--- config.mk ---
export PLATFORM = sky130hd
export DESIGN_NAME = serial_loaded_waveform_player
export DESIGN_NICKNAME = d
export VERILOG_FILES = /design/src/rtl/slwp_pkg.sv /design/src/rtl/slwp_bank_mem.sv /design/src/rtl/slwp_line.sv /design/src/rtl/slwp_scale.sv /design/src/rtl/serial_loaded_waveform_player.sv
export VERILOG_INCLUDE_DIRS = /design/src /design/src/rtl
export SDC_FILE = /design/constraint.sdc
export NUM_CORES = 2
export LEC_CHECK = 0
export ABC_AREA = 1
export BUFFER_PORTS_ARGS = -buffer_cell sky130_fd_sc_hd__buf_2
export CAP_MARGIN = 20
export CORE_ASPECT_RATIO = 1.2
export CORE_MARGIN = 5
export CORE_UTILIZATION = 35
export CTS_CLUSTER_DIAMETER = 60
export DETAILED_ROUTE_END_ITERATION = 10
export SLEW_MARGIN = 30
export SYNTH_ARGS = -nofsm -noshare
export SYNTH_HDL_FRONTEND = slang
export SYNTH_SLANG_ARGS = --single-unit
--- constraint.sdc ---
create_clock -name clk -period 14.28 [get_ports clk]
set_input_delay 2.856 -clock clk [delete_from_list [all_inputs] [get_ports clk]]
set_output_delay 2.856 -clock clk [all_outputs]
set_load 0.1 [all_outputs]
--- src/rtl/serial_loaded_waveform_player_assert.svh ---
// Assertion macros for the serial-loaded waveform player.
// Used by the top level; depends on nothing else.
`ifndef SERIAL_LOADED_WAVEFORM_PLAYER_ASSERT_SVH
`define SERIAL_LOADED_WAVEFORM_PLAYER_ASSERT_SVH

// Check that cons holds in the same cycle as ante
`define SLWP_ASSERT_NOW(name, clk_s, rst_s, ante, cons, msg) \
  name: assert property (@(posedge clk_s) disable iff (rst_s) (ante) |-> (cons)) \
    else $error(msg);

// Check that cons holds in the cycle after ante
`define SLWP_ASSERT_NEXT(name, clk_s, rst_s, ante, cons, msg) \
  name: assert property (@(posedge clk_s) disable iff (rst_s) (ante) |=> (cons)) \
    else $error(msg);

`endif

--- src/rtl/slwp_pkg.sv ---
// Shared constants and types for the serial-loaded waveform player.
// No dependencies; imported by every module of the block.
`default_nettype none

package slwp_pkg;

  // Default table length
  localparam int NUM_VALUES_DEF = 64;

  // Line format
  localparam int CHARS_PER_RECORD = 5;
  localparam int DIGITS_PER_VALUE = 3;
  localparam logic [7:0] CR_BYTE    = 8'h0D;
  localparam logic [7:0] SEP_BYTE   = 8'h3B;
  localparam logic [7:0] DIGIT_ZERO = 8'h30;
  localparam logic [7:0] DIGIT_NINE = 8'h39;

  // Field widths
  localparam int CV_W   = 10;
  localparam int CODE_W = 12;

  // Limit register reset value, centivolts
  localparam logic [CV_W-1:0] LIMIT_RESET = 10'd300;

  // Input kind (tuser) and result kind (tuser)
  localparam logic KIND_BYTE     = 1'b0;
  localparam logic KIND_TICK     = 1'b1;
  localparam logic RESULT_REPLY  = 1'b0;
  localparam logic RESULT_SAMPLE = 1'b1;

  // code = floor(cv * 4095 / 300) = floor(cv * 273 / 20)
  // /20 is a shift by two and a reciprocal multiply for /5 (exact below 2^18)
  localparam int SCALE_NUM   = 273;
  localparam int RECIP_FIVE  = 209716;
  localparam int RECIP_SHIFT = 20;
  localparam logic [CODE_W-1:0] CODE_MAX = 12'd4095;

  typedef enum logic [1:0] {
    ST_ACCEPTED   = 2'd0,
    ST_OVER_LIMIT = 2'd1,
    ST_BAD_FORMAT = 2'd2
  } reply_status_t;

  // Verdict of the line parser on the line ended by the current CR
  typedef struct packed {
    logic          accepted;
    reply_status_t status;
  } line_result_t;

endpackage

`default_nettype wire

--- src/rtl/slwp_bank_mem.sv ---
// Two-bank value memory: one write port, one read port, registered read data.
// Uses slwp_pkg for the data width.
`default_nettype none

module slwp_bank_mem #(
  parameter int DEPTH  = 2 * slwp_pkg::NUM_VALUES_DEF,
  parameter int ADDR_W = $clog2(DEPTH)
) (
  input  wire logic                        clk,
  input  wire logic                        we,
  input  wire logic [ADDR_W-1:0]           waddr,
  input  wire logic [slwp_pkg::CV_W-1:0]   wdata,
  input  wire logic                        re,
  input  wire logic [ADDR_W-1:0]           raddr,
  output logic      [slwp_pkg::CV_W-1:0]   rdata
);
  import slwp_pkg::*;

  logic [CV_W-1:0] mem [DEPTH];

  // Write port
  always_ff @(posedge clk) begin
    if (we) begin
      mem[waddr] <= wdata;
    end
  end

  // Read port; data holds while no read is issued
  always_ff @(posedge clk) begin
    if (re) begin
      rdata <= mem[raddr];
    end
  end

endmodule

`default_nettype wire

--- src/rtl/slwp_line.sv ---
// Line parser: counts characters and digits, assembles values, writes them
// into the inactive bank and judges the line at CR. Uses slwp_pkg.
`default_nettype none

module slwp_line #(
  parameter int NUM_VALUES = slwp_pkg::NUM_VALUES_DEF,
  parameter int ADDR_W     = $clog2(2 * NUM_VALUES)
) (
  input  wire logic                       clk,
  input  wire logic                       rst,
  input  wire logic                       take_char,
  input  wire logic                       end_line,
  input  wire logic [7:0]                 rx_byte,
  input  wire logic [slwp_pkg::CV_W-1:0]  limit,
  input  wire logic                       active_bank,
  output logic                            mem_we,
  output logic      [ADDR_W-1:0]          mem_waddr,
  output logic      [slwp_pkg::CV_W-1:0]  mem_wdata,
  output slwp_pkg::line_result_t          result
);
  import slwp_pkg::*;

  localparam int LINE_LEN    = CHARS_PER_RECORD * NUM_VALUES;
  localparam int DIGIT_TOTAL = DIGITS_PER_VALUE * NUM_VALUES;
  localparam int CC_W        = $clog2(LINE_LEN + 2);
  localparam int DC_W        = $clog2(DIGIT_TOTAL + 2);
  localparam int IDX_W       = $clog2(NUM_VALUES);

  logic [CC_W-1:0]  char_count;
  logic [DC_W-1:0]  digit_count;
  logic [2:0]       sep_phase;
  logic [1:0]       digit_phase;
  logic [IDX_W-1:0] value_idx;
  logic [CV_W-1:0]  partial_value;
  logic             format_error;
  logic [CV_W-1:0]  largest_value;

  logic             pos_ok;
  logic             digits_room;
  logic             is_digit;
  logic [13:0]      value_wide;
  logic [CV_W-1:0]  value_sum;
  logic             last_digit;
  logic             bad_line;

  // Decode the character and build the next partial value
  always_comb begin
    pos_ok      = char_count < CC_W'(LINE_LEN);
    digits_room = digit_count < DC_W'(DIGIT_TOTAL);
    is_digit    = (rx_byte >= DIGIT_ZERO) && (rx_byte <= DIGIT_NINE);
    value_wide  = 14'(partial_value) * 14'd10 + {10'd0, rx_byte[3:0]};
    value_sum   = value_wide[CV_W-1:0];
    last_digit  = digit_phase == 2'(DIGITS_PER_VALUE - 1);
  end

  // Store a finished value into the bank that is not playing
  always_comb begin
    mem_we    = take_char && pos_ok && is_digit && digits_room && last_digit;
    mem_waddr = ADDR_W'(value_idx) + (active_bank ? '0 : ADDR_W'(NUM_VALUES));
    mem_wdata = value_sum;
  end

  // Judge the line at CR
  always_comb begin
    bad_line = format_error || (char_count != CC_W'(LINE_LEN))
               || (digit_count != DC_W'(DIGIT_TOTAL));
    result.accepted = 1'b0;
    if (bad_line) begin
      result.status = ST_BAD_FORMAT;
    end else if (largest_value > limit) begin
      result.status = ST_OVER_LIMIT;
    end else begin
      result.status   = ST_ACCEPTED;
      result.accepted = 1'b1;
    end
  end

  // Advance the line counters; clear everything at CR
  always_ff @(posedge clk) begin
    if (rst || end_line) begin
      char_count    <= '0;
      digit_count   <= '0;
      sep_phase     <= '0;
      digit_phase   <= '0;
      value_idx     <= '0;
      partial_value <= '0;
      format_error  <= 1'b0;
      largest_value <= '0;
    end else if (take_char) begin
      if (!pos_ok) begin
        char_count   <= CC_W'(LINE_LEN + 1);
        format_error <= 1'b1;
      end else begin
        char_count <= char_count + 1'b1;
        if (sep_phase == 3'(CHARS_PER_RECORD - 1)) begin
          sep_phase <= '0;
          if (rx_byte != SEP_BYTE) begin
            format_error <= 1'b1;
          end
        end else begin
          sep_phase <= sep_phase + 1'b1;
        end
        if (is_digit) begin
          if (digits_room) begin
            digit_count <= digit_count + 1'b1;
            if (last_digit) begin
              digit_phase   <= '0;
              partial_value <= '0;
              value_idx     <= value_idx + 1'b1;
              if (value_sum > largest_value) begin
                largest_value <= value_sum;
              end
            end else begin
              digit_phase   <= digit_phase + 1'b1;
              partial_value <= value_sum;
            end
          end else begin
            digit_count <= DC_W'(DIGIT_TOTAL + 1);
          end
        end
      end
    end
  end

endmodule

`default_nettype wire

--- src/rtl/slwp_scale.sv ---
// Two-stage centivolt to converter code scaler: cv*273, then /20 by shift
// and reciprocal multiply, saturated at full scale. Uses slwp_pkg.
`default_nettype none

module slwp_scale (
  input  wire logic                        clk,
  input  wire logic                        en,
  input  wire logic [slwp_pkg::CV_W-1:0]   cv,
  output logic      [slwp_pkg::CODE_W-1:0] code
);
  import slwp_pkg::*;

  logic [18:0] scaled;
  logic [16:0] quarter;
  logic [34:0] recip_prod;
  logic [14:0] quot;
  logic [CODE_W-1:0] code_next;

  // Stage one: cv * 273
  always_ff @(posedge clk) begin
    if (en) begin
      scaled <= 19'(cv) * 19'(SCALE_NUM);
    end
  end

  // Stage two: divide by 4, then by 5, and saturate
  always_comb begin
    quarter    = scaled[18:2];
    recip_prod = 35'(quarter) * 35'(RECIP_FIVE);
    quot       = recip_prod[34:RECIP_SHIFT];
    code_next  = (quot > 15'(CODE_MAX)) ? CODE_MAX : quot[CODE_W-1:0];
  end

  always_ff @(posedge clk) begin
    if (en) begin
      code <= code_next;
    end
  end

endmodule

`default_nettype wire

--- src/rtl/serial_loaded_waveform_player.sv ---
// Serial-loaded waveform player, top level.
// Each result is registered through the memory read, the scale multiply and the reciprocal
// multiply; one input transaction per cycle while the pipeline is not stalled.
// The whole pipeline stalls only while the output register holds an untaken result.
// Reset (rst, synchronous): limit 300, bank 0, not playing, index 0, line cleared;
// the value memory is not cleared and needs no clearing pass.
`default_nettype none

module serial_loaded_waveform_player #(
  parameter int NUM_VALUES = slwp_pkg::NUM_VALUES_DEF
) (
  input  wire logic        clk,
  input  wire logic        rst,
  // Input stream
  input  wire logic        s_tvalid,
  output logic             s_tready,
  input  wire logic [7:0]  s_tdata,   // [7:0] rx_byte
  input  wire logic        s_tuser,   // [0] req_type
  // Output stream
  output logic             m_tvalid,
  input  wire logic        m_tready,
  output logic      [15:0] m_tdata,   // [1:0] reply_status, [13:2] dac_code, [15:14] zero
  output logic             m_tuser,   // [0] result_kind
  // Limit register write
  input  wire logic        cfg_valid,
  output logic             cfg_ready,
  input  wire logic [slwp_pkg::CV_W-1:0] cfg_data
);
  import slwp_pkg::*;

  localparam int DEPTH  = 2 * NUM_VALUES;
  localparam int ADDR_W = $clog2(DEPTH);
  localparam int IDX_W  = $clog2(NUM_VALUES);

  logic [CV_W-1:0]   limit;
  logic              active_bank;
  logic              playing;
  logic [IDX_W-1:0]  play_index;

  logic              advance;
  logic              accept;
  logic              is_tick;
  logic              is_cr;
  logic              take_char;
  logic              end_line;
  logic              emit_tick;
  logic [ADDR_W-1:0] raddr;

  logic              mem_we;
  logic [ADDR_W-1:0] mem_waddr;
  logic [CV_W-1:0]   mem_wdata;
  logic [CV_W-1:0]   mem_rdata;
  line_result_t      line_result;
  logic [CODE_W-1:0] code;

  logic              st1_valid, st2_valid, st3_valid;
  logic              st1_kind, st2_kind, st3_kind;
  reply_status_t     st1_status, st2_status, st3_status;

  // Handshake and transaction decode
  always_comb begin
    advance   = !st3_valid || m_tready;
    s_tready  = advance;
    accept    = s_tvalid && advance;
    is_tick   = s_tuser == KIND_TICK;
    is_cr     = s_tdata == CR_BYTE;
    take_char = accept && !is_tick && !is_cr;
    end_line  = accept && !is_tick && is_cr;
    emit_tick = accept && is_tick && playing;
    raddr     = ADDR_W'(play_index) + (active_bank ? ADDR_W'(NUM_VALUES) : '0);
  end

  // Limit register, always ready
  assign cfg_ready = 1'b1;

  always_ff @(posedge clk) begin
    if (rst) begin
      limit <= LIMIT_RESET;
    end else if (cfg_valid) begin
      limit <= cfg_data;
    end
  end

  // Swap banks on an accepted line, advance the play index on each sample
  always_ff @(posedge clk) begin
    if (rst) begin
      active_bank <= 1'b0;
      playing     <= 1'b0;
      play_index  <= '0;
    end else begin
      if (end_line && line_result.accepted) begin
        active_bank <= !active_bank;
        playing     <= 1'b1;
      end
      if (emit_tick) begin
        play_index <= (play_index == IDX_W'(NUM_VALUES - 1)) ? '0 : play_index + 1'b1;
      end
    end
  end

  slwp_line #(
    .NUM_VALUES (NUM_VALUES),
    .ADDR_W     (ADDR_W)
  ) u_line (
    .clk         (clk),
    .rst         (rst),
    .take_char   (take_char),
    .end_line    (end_line),
    .rx_byte     (s_tdata),
    .limit       (limit),
    .active_bank (active_bank),
    .mem_we      (mem_we),
    .mem_waddr   (mem_waddr),
    .mem_wdata   (mem_wdata),
    .result      (line_result)
  );

  // Writes go only to the idle bank and reads only to the playing one,
  // so a read never meets a write to the same entry
  slwp_bank_mem #(
    .DEPTH  (DEPTH),
    .ADDR_W (ADDR_W)
  ) u_mem (
    .clk   (clk),
    .we    (mem_we),
    .waddr (mem_waddr),
    .wdata (mem_wdata),
    .re    (emit_tick),
    .raddr (raddr),
    .rdata (mem_rdata)
  );

  slwp_scale u_scale (
    .clk  (clk),
    .en   (advance),
    .cv   (mem_rdata),
    .code (code)
  );

  // Result pipeline: kind and status travel beside the sample data
  always_ff @(posedge clk) begin
    if (rst) begin
      st1_valid <= 1'b0;
      st2_valid <= 1'b0;
      st3_valid <= 1'b0;
    end else if (advance) begin
      st1_valid <= end_line || emit_tick;
      st2_valid <= st1_valid;
      st3_valid <= st2_valid;
    end
  end

  always_ff @(posedge clk) begin
    if (advance) begin
      st1_kind   <= is_tick ? RESULT_SAMPLE : RESULT_REPLY;
      st1_status <= is_tick ? ST_ACCEPTED : line_result.status;
      st2_kind   <= st1_kind;
      st2_status <= st1_status;
      st3_kind   <= st2_kind;
      st3_status <= st2_status;
    end
  end

  // Output register
  always_comb begin
    m_tvalid = st3_valid;
    m_tuser  = st3_kind;
    m_tdata  = {2'b00, (st3_kind == RESULT_SAMPLE) ? code : '0, st3_status};
  end

  `include "serial_loaded_waveform_player_assert.svh"

  `SLWP_ASSERT_NOW(a_reply_no_code, clk, rst, m_tvalid && (m_tuser == RESULT_REPLY), m_tdata[13:2] == '0, "line reply carries a converter code")
  `SLWP_ASSERT_NOW(a_write_idle_bank, clk, rst, mem_we, (mem_waddr >= ADDR_W'(NUM_VALUES)) != active_bank, "value write hits the playing bank")
  `SLWP_ASSERT_NEXT(a_playing_sticks, clk, rst, playing, playing, "playback stopped without reset")

endmodule

`default_nettype wire

======== Word level (Yosys, flattened, before mapping) ========
Memories as Yosys holds them, arrays and structs flattened. A register that Yosys moved wholly into a read port is not among the register bits.
Index checks and enable logic that the tools add are counted.
storage, ports and cells
  register bits after elaboration ......... 110
  logic and storage cells ................. 100
  bits of input ports ..................... 24
  memory bits (writable) .................. 1280
  memories ................................ 1
memories
  name       depth  bits a word  rd ports  clocked after memory_dff  wr ports  line                 source
  u_mem.mem  128    10           1         1                         1         slwp_bank_mem.sv:19  logic [CV_W-1:0] mem [DEPTH];
cells by class
  reductions and logical operators ........ 28
  equality and inequality tests ........... 9
  multipliers ............................. 3
  add/sub/neg operators ................... 9
  $lt $le $gt $ge ......................... 7
  mux-type cells .......................... 19
operators by type and width
  kind                    number
  $mul 17x16->33 const B  1
  $gt 10x10->1            2
  $mul 10x9->19 const B   1
  $gt 15x12->1 const B    1
  $add 6x7->7             2
  $mux 7                  2
  $add 6x1->6 const B     2
  $logic_and 1x1->1       12
  $mux 12                 1
  $add 10x4->10           1
  $mul 10x3->9 const B    1
  $mux 10                 1
  $add 9x1->9 const B     1
  $lt 9x9->1 const B      1
  $mux 1                  9
  $mux 9                  1
  $ne 9x9->1 const B      1
  $add 8x1->8 const B     1
  $eq 8x4->1 const B      1
  $ge 8x6->1 const B      1
  $le 8x6->1 const B      1
  $lt 8x8->1 const B      1
  $mux 8                  1
  $ne 8x6->1 const B      1
  18 further kinds        28

======== Depth between registers and ports, before layout ========
  word-level depth ........................ 11
  depth in mapped cells ................... 26
  gate-level depth less buffers ........... 25

======== Cells and area by module ========
A second synthesis with hierarchy kept.
second synthesis, totals
  cell total of the unflattened synthesis .. 5964
  area total of the unflattened synthesis .. 64405.5 um^2
by module, submodules not included
  module                         sequential area each (um^2)  cells each  instances  area each (um^2)
  slwp_bank_mem                  38737.2                      4419        1          52306.4
  slwp_scale                     870.8                        881         1          7395.8
  slwp_line                      960.9                        488         1          3387.0
  serial_loaded_waveform_player  690.7                        176         1          1316.3

======== Worst setup path before layout ========
OpenSTA, ideal clock, no wires.
  kind .................................... input to register
  start point ............................. input port s_tdata[3]
  end point ............................... register u_line.largest_value[8]
  setup slack ............................. 5.416 ns
  stages .................................. 17
  data required time ...................... 14.205 ns
  data arrival time ....................... 8.788 ns
  library setup time ...................... 0.075 ns
  cell sequence ........................... ha_1 nand3_1 nand3_1 nand2_1 nor2_1 nand2_1 nor2_1 xor2_1 ha_1 nand2_1 nor2_1 nand4_1 nand3_1 nand4_2 buf_2 nor2_1 nor2_1
on the way
  elaborated cells between the ends (all ways) .. 11
  those cells by class .................... 1 x add/sub; 3 x order compare; 1 x eq/ne; 6 x reduce/logical
RTL lines
  what                        line                                 source
  from (decl)                 serial_loaded_waveform_player.sv:17  input wire logic [7:0] s_tdata,
  $add 10x4->10 *             slwp_line.sv:51                      value_wide = 14'(partial_value) * 14'd10 + {10'd0, rx_byte[3:0]};
  net mem_wdata[8]            serial_loaded_waveform_player.sv:51  logic [CV_W-1:0] mem_wdata;
  $gt 10x10->1                slwp_line.sv:110                     if (value_sum > largest_value) begin
  $reduce_and 6->1 (no line)  -
  to (signal assigned)        slwp_line.sv:111                     largest_value <= value_sum;
  to (decl)                   slwp_line.sv:36                      logic [CV_W-1:0] largest_value;
The timed path passes the listed nets; every way through them passes the cells marked *.
A chain may end at the register's enable or synchronous reset.

======== Worst setup path in the final report ========
  start point ............................. input port m_tready
  end point ............................... output port s_tready
on the way
  cells in the longest elaborated chain, start to end .. 1
ends and longest elaborated chain
  what              line                                 source
  from (decl)       serial_loaded_waveform_player.sv:21  input wire logic m_tready,
  $logic_or 1x1->1  serial_loaded_waveform_player.sv:62  advance = !st3_valid || m_tready;
  to (decl)         serial_loaded_waveform_player.sv:16  output logic s_tready,
Every way passes these cells.

==> impl_metrics.env <==
export IMPL_wl_per_cell_um=21.5
export IMPL_yosysUniqueCellTypes=50
export IMPL_clk_latency_ns=0.79
export IMPL_synthArstFlopShare_pct=0
export IMPL_placed_cell_area_sq_mm=0.0665
export IMPL_power_uw=8370
export IMPL_yosysSeqAreaShare_pct=64.6
export IMPL_port_buffers=40
export IMPL_cts_tree="yes"
export IMPL_grt_max_degree=211
export IMPL_h_tree_depth=4
export IMPL_hold_path_end="st3_status[1]$_DFFE_PN_"
export IMPL_grt_setup_unrepaired="no"
export IMPL_grt_use_total_pct=18.5
export IMPL_holdBufCountCts=0
export IMPL_final_setup_tns_ns=0
export IMPL_min_period_over_period_pct=49.3
export IMPL_path_class="primary input to output port"
export IMPL_post_cts_buffers=0
export IMPL_hp_class="flip-flop to flip-flop"
export IMPL_pwr_density_cell_mw_per_mm2=117
export IMPL_die_h_um=478
export IMPL_p_leak_uw=0.0269
export IMPL_dieArea_sq_mm=0.191
export IMPL_cp_data_arrival_time_ns=4.18
export IMPL_grt_pass1_vias=43200
export IMPL_cts_root_buf="clkbuf_16"
export IMPL_critPathRequiredTime_ns=11.42
export IMPL_first_pass_iters=6
export IMPL_intPower_uw=6670
export IMPL_place_congestion=0.887
export IMPL_drive_gt1_share_pct=5.71
export IMPL_fill_cells=17500
export IMPL_pwr_share_clk_pct=45.6
export IMPL_p_seq_share_pct=53.2
export IMPL_rows=171
export IMPL_setup_worst_path_start="m_tready"
export IMPL_worst_slew_pin_slew_ns=1.05
export IMPL_min_from="st2_status[1]$_DFFE_PN_"
export IMPL_ys_seq_elements=1397
export IMPL_path_max_fanout=42
export IMPL_drt_iter0_markers=4333
export IMPL_die_w_um=400
export IMPL_grt_pass1_wl_mm=268
export IMPL_cts_clk_slew_worst_paths_ns=0.06
export IMPL_finalCriticalPeriod_ns=7.04
export IMPL_switching_share_pct=20.3
export IMPL_maxSlewViolCount=0
export IMPL_via_per_inst=5.15
export IMPL_r2r_slack_ns=8.43
export IMPL_yosys_warnings=0
export IMPL_synth_edf_count=1328
export IMPL_cap_violations=0
export IMPL_synthFlopType="edfxtp_1"
export IMPL_finalHoldViolCount=0
export IMPL_clock_fmax_ghz=0.142
export IMPL_stdcell_area_sq_mm=0.0713
export IMPL_overflow=0
export IMPL_cts_resized=0
export IMPL_netlist_area_sq_mm=0.0639
export IMPL_ant_nets=0
export IMPL_startpoint_type="primary input"
export IMPL_reg2reg_depth=21
export IMPL_drc=0
export IMPL_routed_wl_mm=181
export IMPL_vias=43300
export IMPL_avgSynthCellArea_sq_um=10.8
export IMPL_io_pins=44
export IMPL_finalSetupViolCount=0
export IMPL_synthCells=5908
export IMPL_peakVddDrop_v=0.0000928
export IMPL_multiInputGateArea_sq_mm=0.0200
export IMPL_switchingPower_uw=1700
export IMPL_dp_hpwl_mm=111
export IMPL_r2r_start="u_scale.scaled[7]$_DFFE_PN_"
export IMPL_num_nets_final=6180
export IMPL_critical_path_endpoint_type="output port"
export IMPL_r2r_end="u_scale.code[1]$_SDFFCE_PN1N_"
export IMPL_core_sq_mm=0.181
export IMPL_cts_buffer_depth=3
export IMPL_seq_area_sq_mm=0.0413
export IMPL_antenna_found_initial=3
export IMPL_whs_path_depth=0
export IMPL_slew_headroom_pct=29.7
export IMPL_clock_sinks=1397
export IMPL_status="completed"
export IMPL_numCtsBuffers=146
export IMPL_clock_skew_final_ns=0.0503
export IMPL_start_util_pct=35.3
export IMPL_area_delta_synth_final_pct=11.6
export IMPL_p_comb_share_pct=1.1
==> per-stage QoR <==
step / util, % / hold slack [ns] / std cells / setup slack [ns]
3_3_place_gp: 36.7 / 0.405 / 8128 / 6.96
3_5_place_dp: 36.7 / 0.411 / 8129 / 6.91
6_report: 39.4 / 0.425 / 8395 / 7.24
5_1_grt: 39.4 / 0.442 / 8395 / 7.13
2_1_floorplan: - / 0.400 / 5909 / 5.42
4_1_cts: 39.3 / 0.427 / 8392 / 7.19
==> critical path, cell delays in order <==
cell and delay [ns]:
buf_2 0.07, inv_1 0.03, nand2_2 0.04, buf_4 0.56, buf_2 0.56
==> cells in the mapped netlist (6+ instances only) <==
library cell	count	area, sq um
clkbuf_1	111	417
nor2_1	1128	4230
ha_1	208	2600
xor2_1	18	158
fa_1	91	1820
buf_1	55	206
a21oi_1	153	766
dfxtp_1	69	1380
o21ai_0	569	2850
o21ai_1	17	85.1
buf_4	7	52.6
buf_6	7	78.8
a211oi_1	6	45.0
nand4_1	17	106
inv_1	395	1480
nand3b_1	7	52.6
o21bai_1	6	45.0
buf_2	110	551
nand2_1	1074	4030
o211ai_1	71	533
edfxtp_1	1328	39900
nand3_1	370	1850
xnor2_1	15	131
nor3_1	19	95.1
==> layout by cell type (no fill, tap or decap), types with 5 or more instances in the layout <==
master / count
o21ai_0: 569
xnor2_1: 15
clkbuf_16: 152
o21ai_1: 17
buf_2: 39
clkinvlp_4: 7
nand3_1: 370
a21oi_1: 153
dfxtp_1: 66
nor3_1: 19
o211ai_1: 71
bufinv_16: 13
or2_2: 5
edfxtp_1: 1328
clkinv_1: 28
fa_1: 90
xor2_1: 14
nand2_1: 1073
nand3b_1: 7
ha_1: 207
o21bai_1: 6
clkinv_8: 7
inv_8: 5
nand4_1: 17
buf_4: 39
inv_1: 392
a211oi_1: 6
clkbuf_1: 29
clkinv_2: 15
nor2_1: 1127
buf_12: 10
==> worst max path at each step <==
stage                                                 endpoint  slack, ns  depth (start not counted)
after floorplan           u_line.largest_value[8]$_SDFFE_PP0P_       5.42                         17
after global placement             u_mem.mem[122][7]$_DFFE_PP_       6.96                         12
after detailed placement           u_mem.mem[122][1]$_DFFE_PP_       6.91                         12
after CTS                                             s_tready       7.19                          5
after global routing                                  s_tready       7.13                          5
final                                                 s_tready       7.24                          5
==> metal layers <==
| metal | share of wire, % | track usage [%] | wire, um |
|---|---|---|---|
| met5 | 0 | 0 | 0 |
| met2 | 49 | 31.2 | 87700 |
| met3 | 7.2 | 3.09 | 12900 |
| met4 | 5.5 | 9.34 | 9990 |
| met1 | 39 | 23.0 | 70200 |
==> sequential cells by signal (all words and copies together) (netlist names), 2 cells and up <==
register / count
u_mem.mem: 1280
u_scale.scaled: 17
u_scale.code: 12
limit: 10
u_line.largest_value: 10
u_mem.rdata: 10
u_line.char_count: 9
u_line.partial_value: 9
u_line.digit_count: 8
play_index: 6
u_line.value_idx: 6
u_line.sep_phase: 3
st1_status: 2
st2_status: 2
st3_status: 2
u_line.digit_phase: 2
==> power groups by stage <==
stage               sequential, uW  clock (uW)  combinational, uW
floorplan                     4540           0               47.0
global placement              4540           0               96.2
detailed placement            4540           0               97.5
CTS                           4450        3870               97.5
global route                  4450        4050                103
finish                        4450        3820               96.0
==> layout make-up <==
type,count,area share (%)
Antenna cell,1,0.00351
Sequential cell,1397,57.9
Multi-Input combinational cell,3821,28.0
Timing Repair Buffer,90,1.02
Tap cell,2422,4.25
Inverter,401,2.14
Clock buffer,182,5.50
Clock inverter,81,1.23
==> cells by family after synthesis <==
family / synth area share, %
AND/OR/NAND/NOR: 16.7
other: 0.0117
XOR/XNOR: 0.452
buffers and inverters: 4.40
adder cells (fa/ha/maj): 6.92
AO/OA/AOI/OAI: 6.99
flip-flops: 64.6
(Power assumes the default switching activity.)
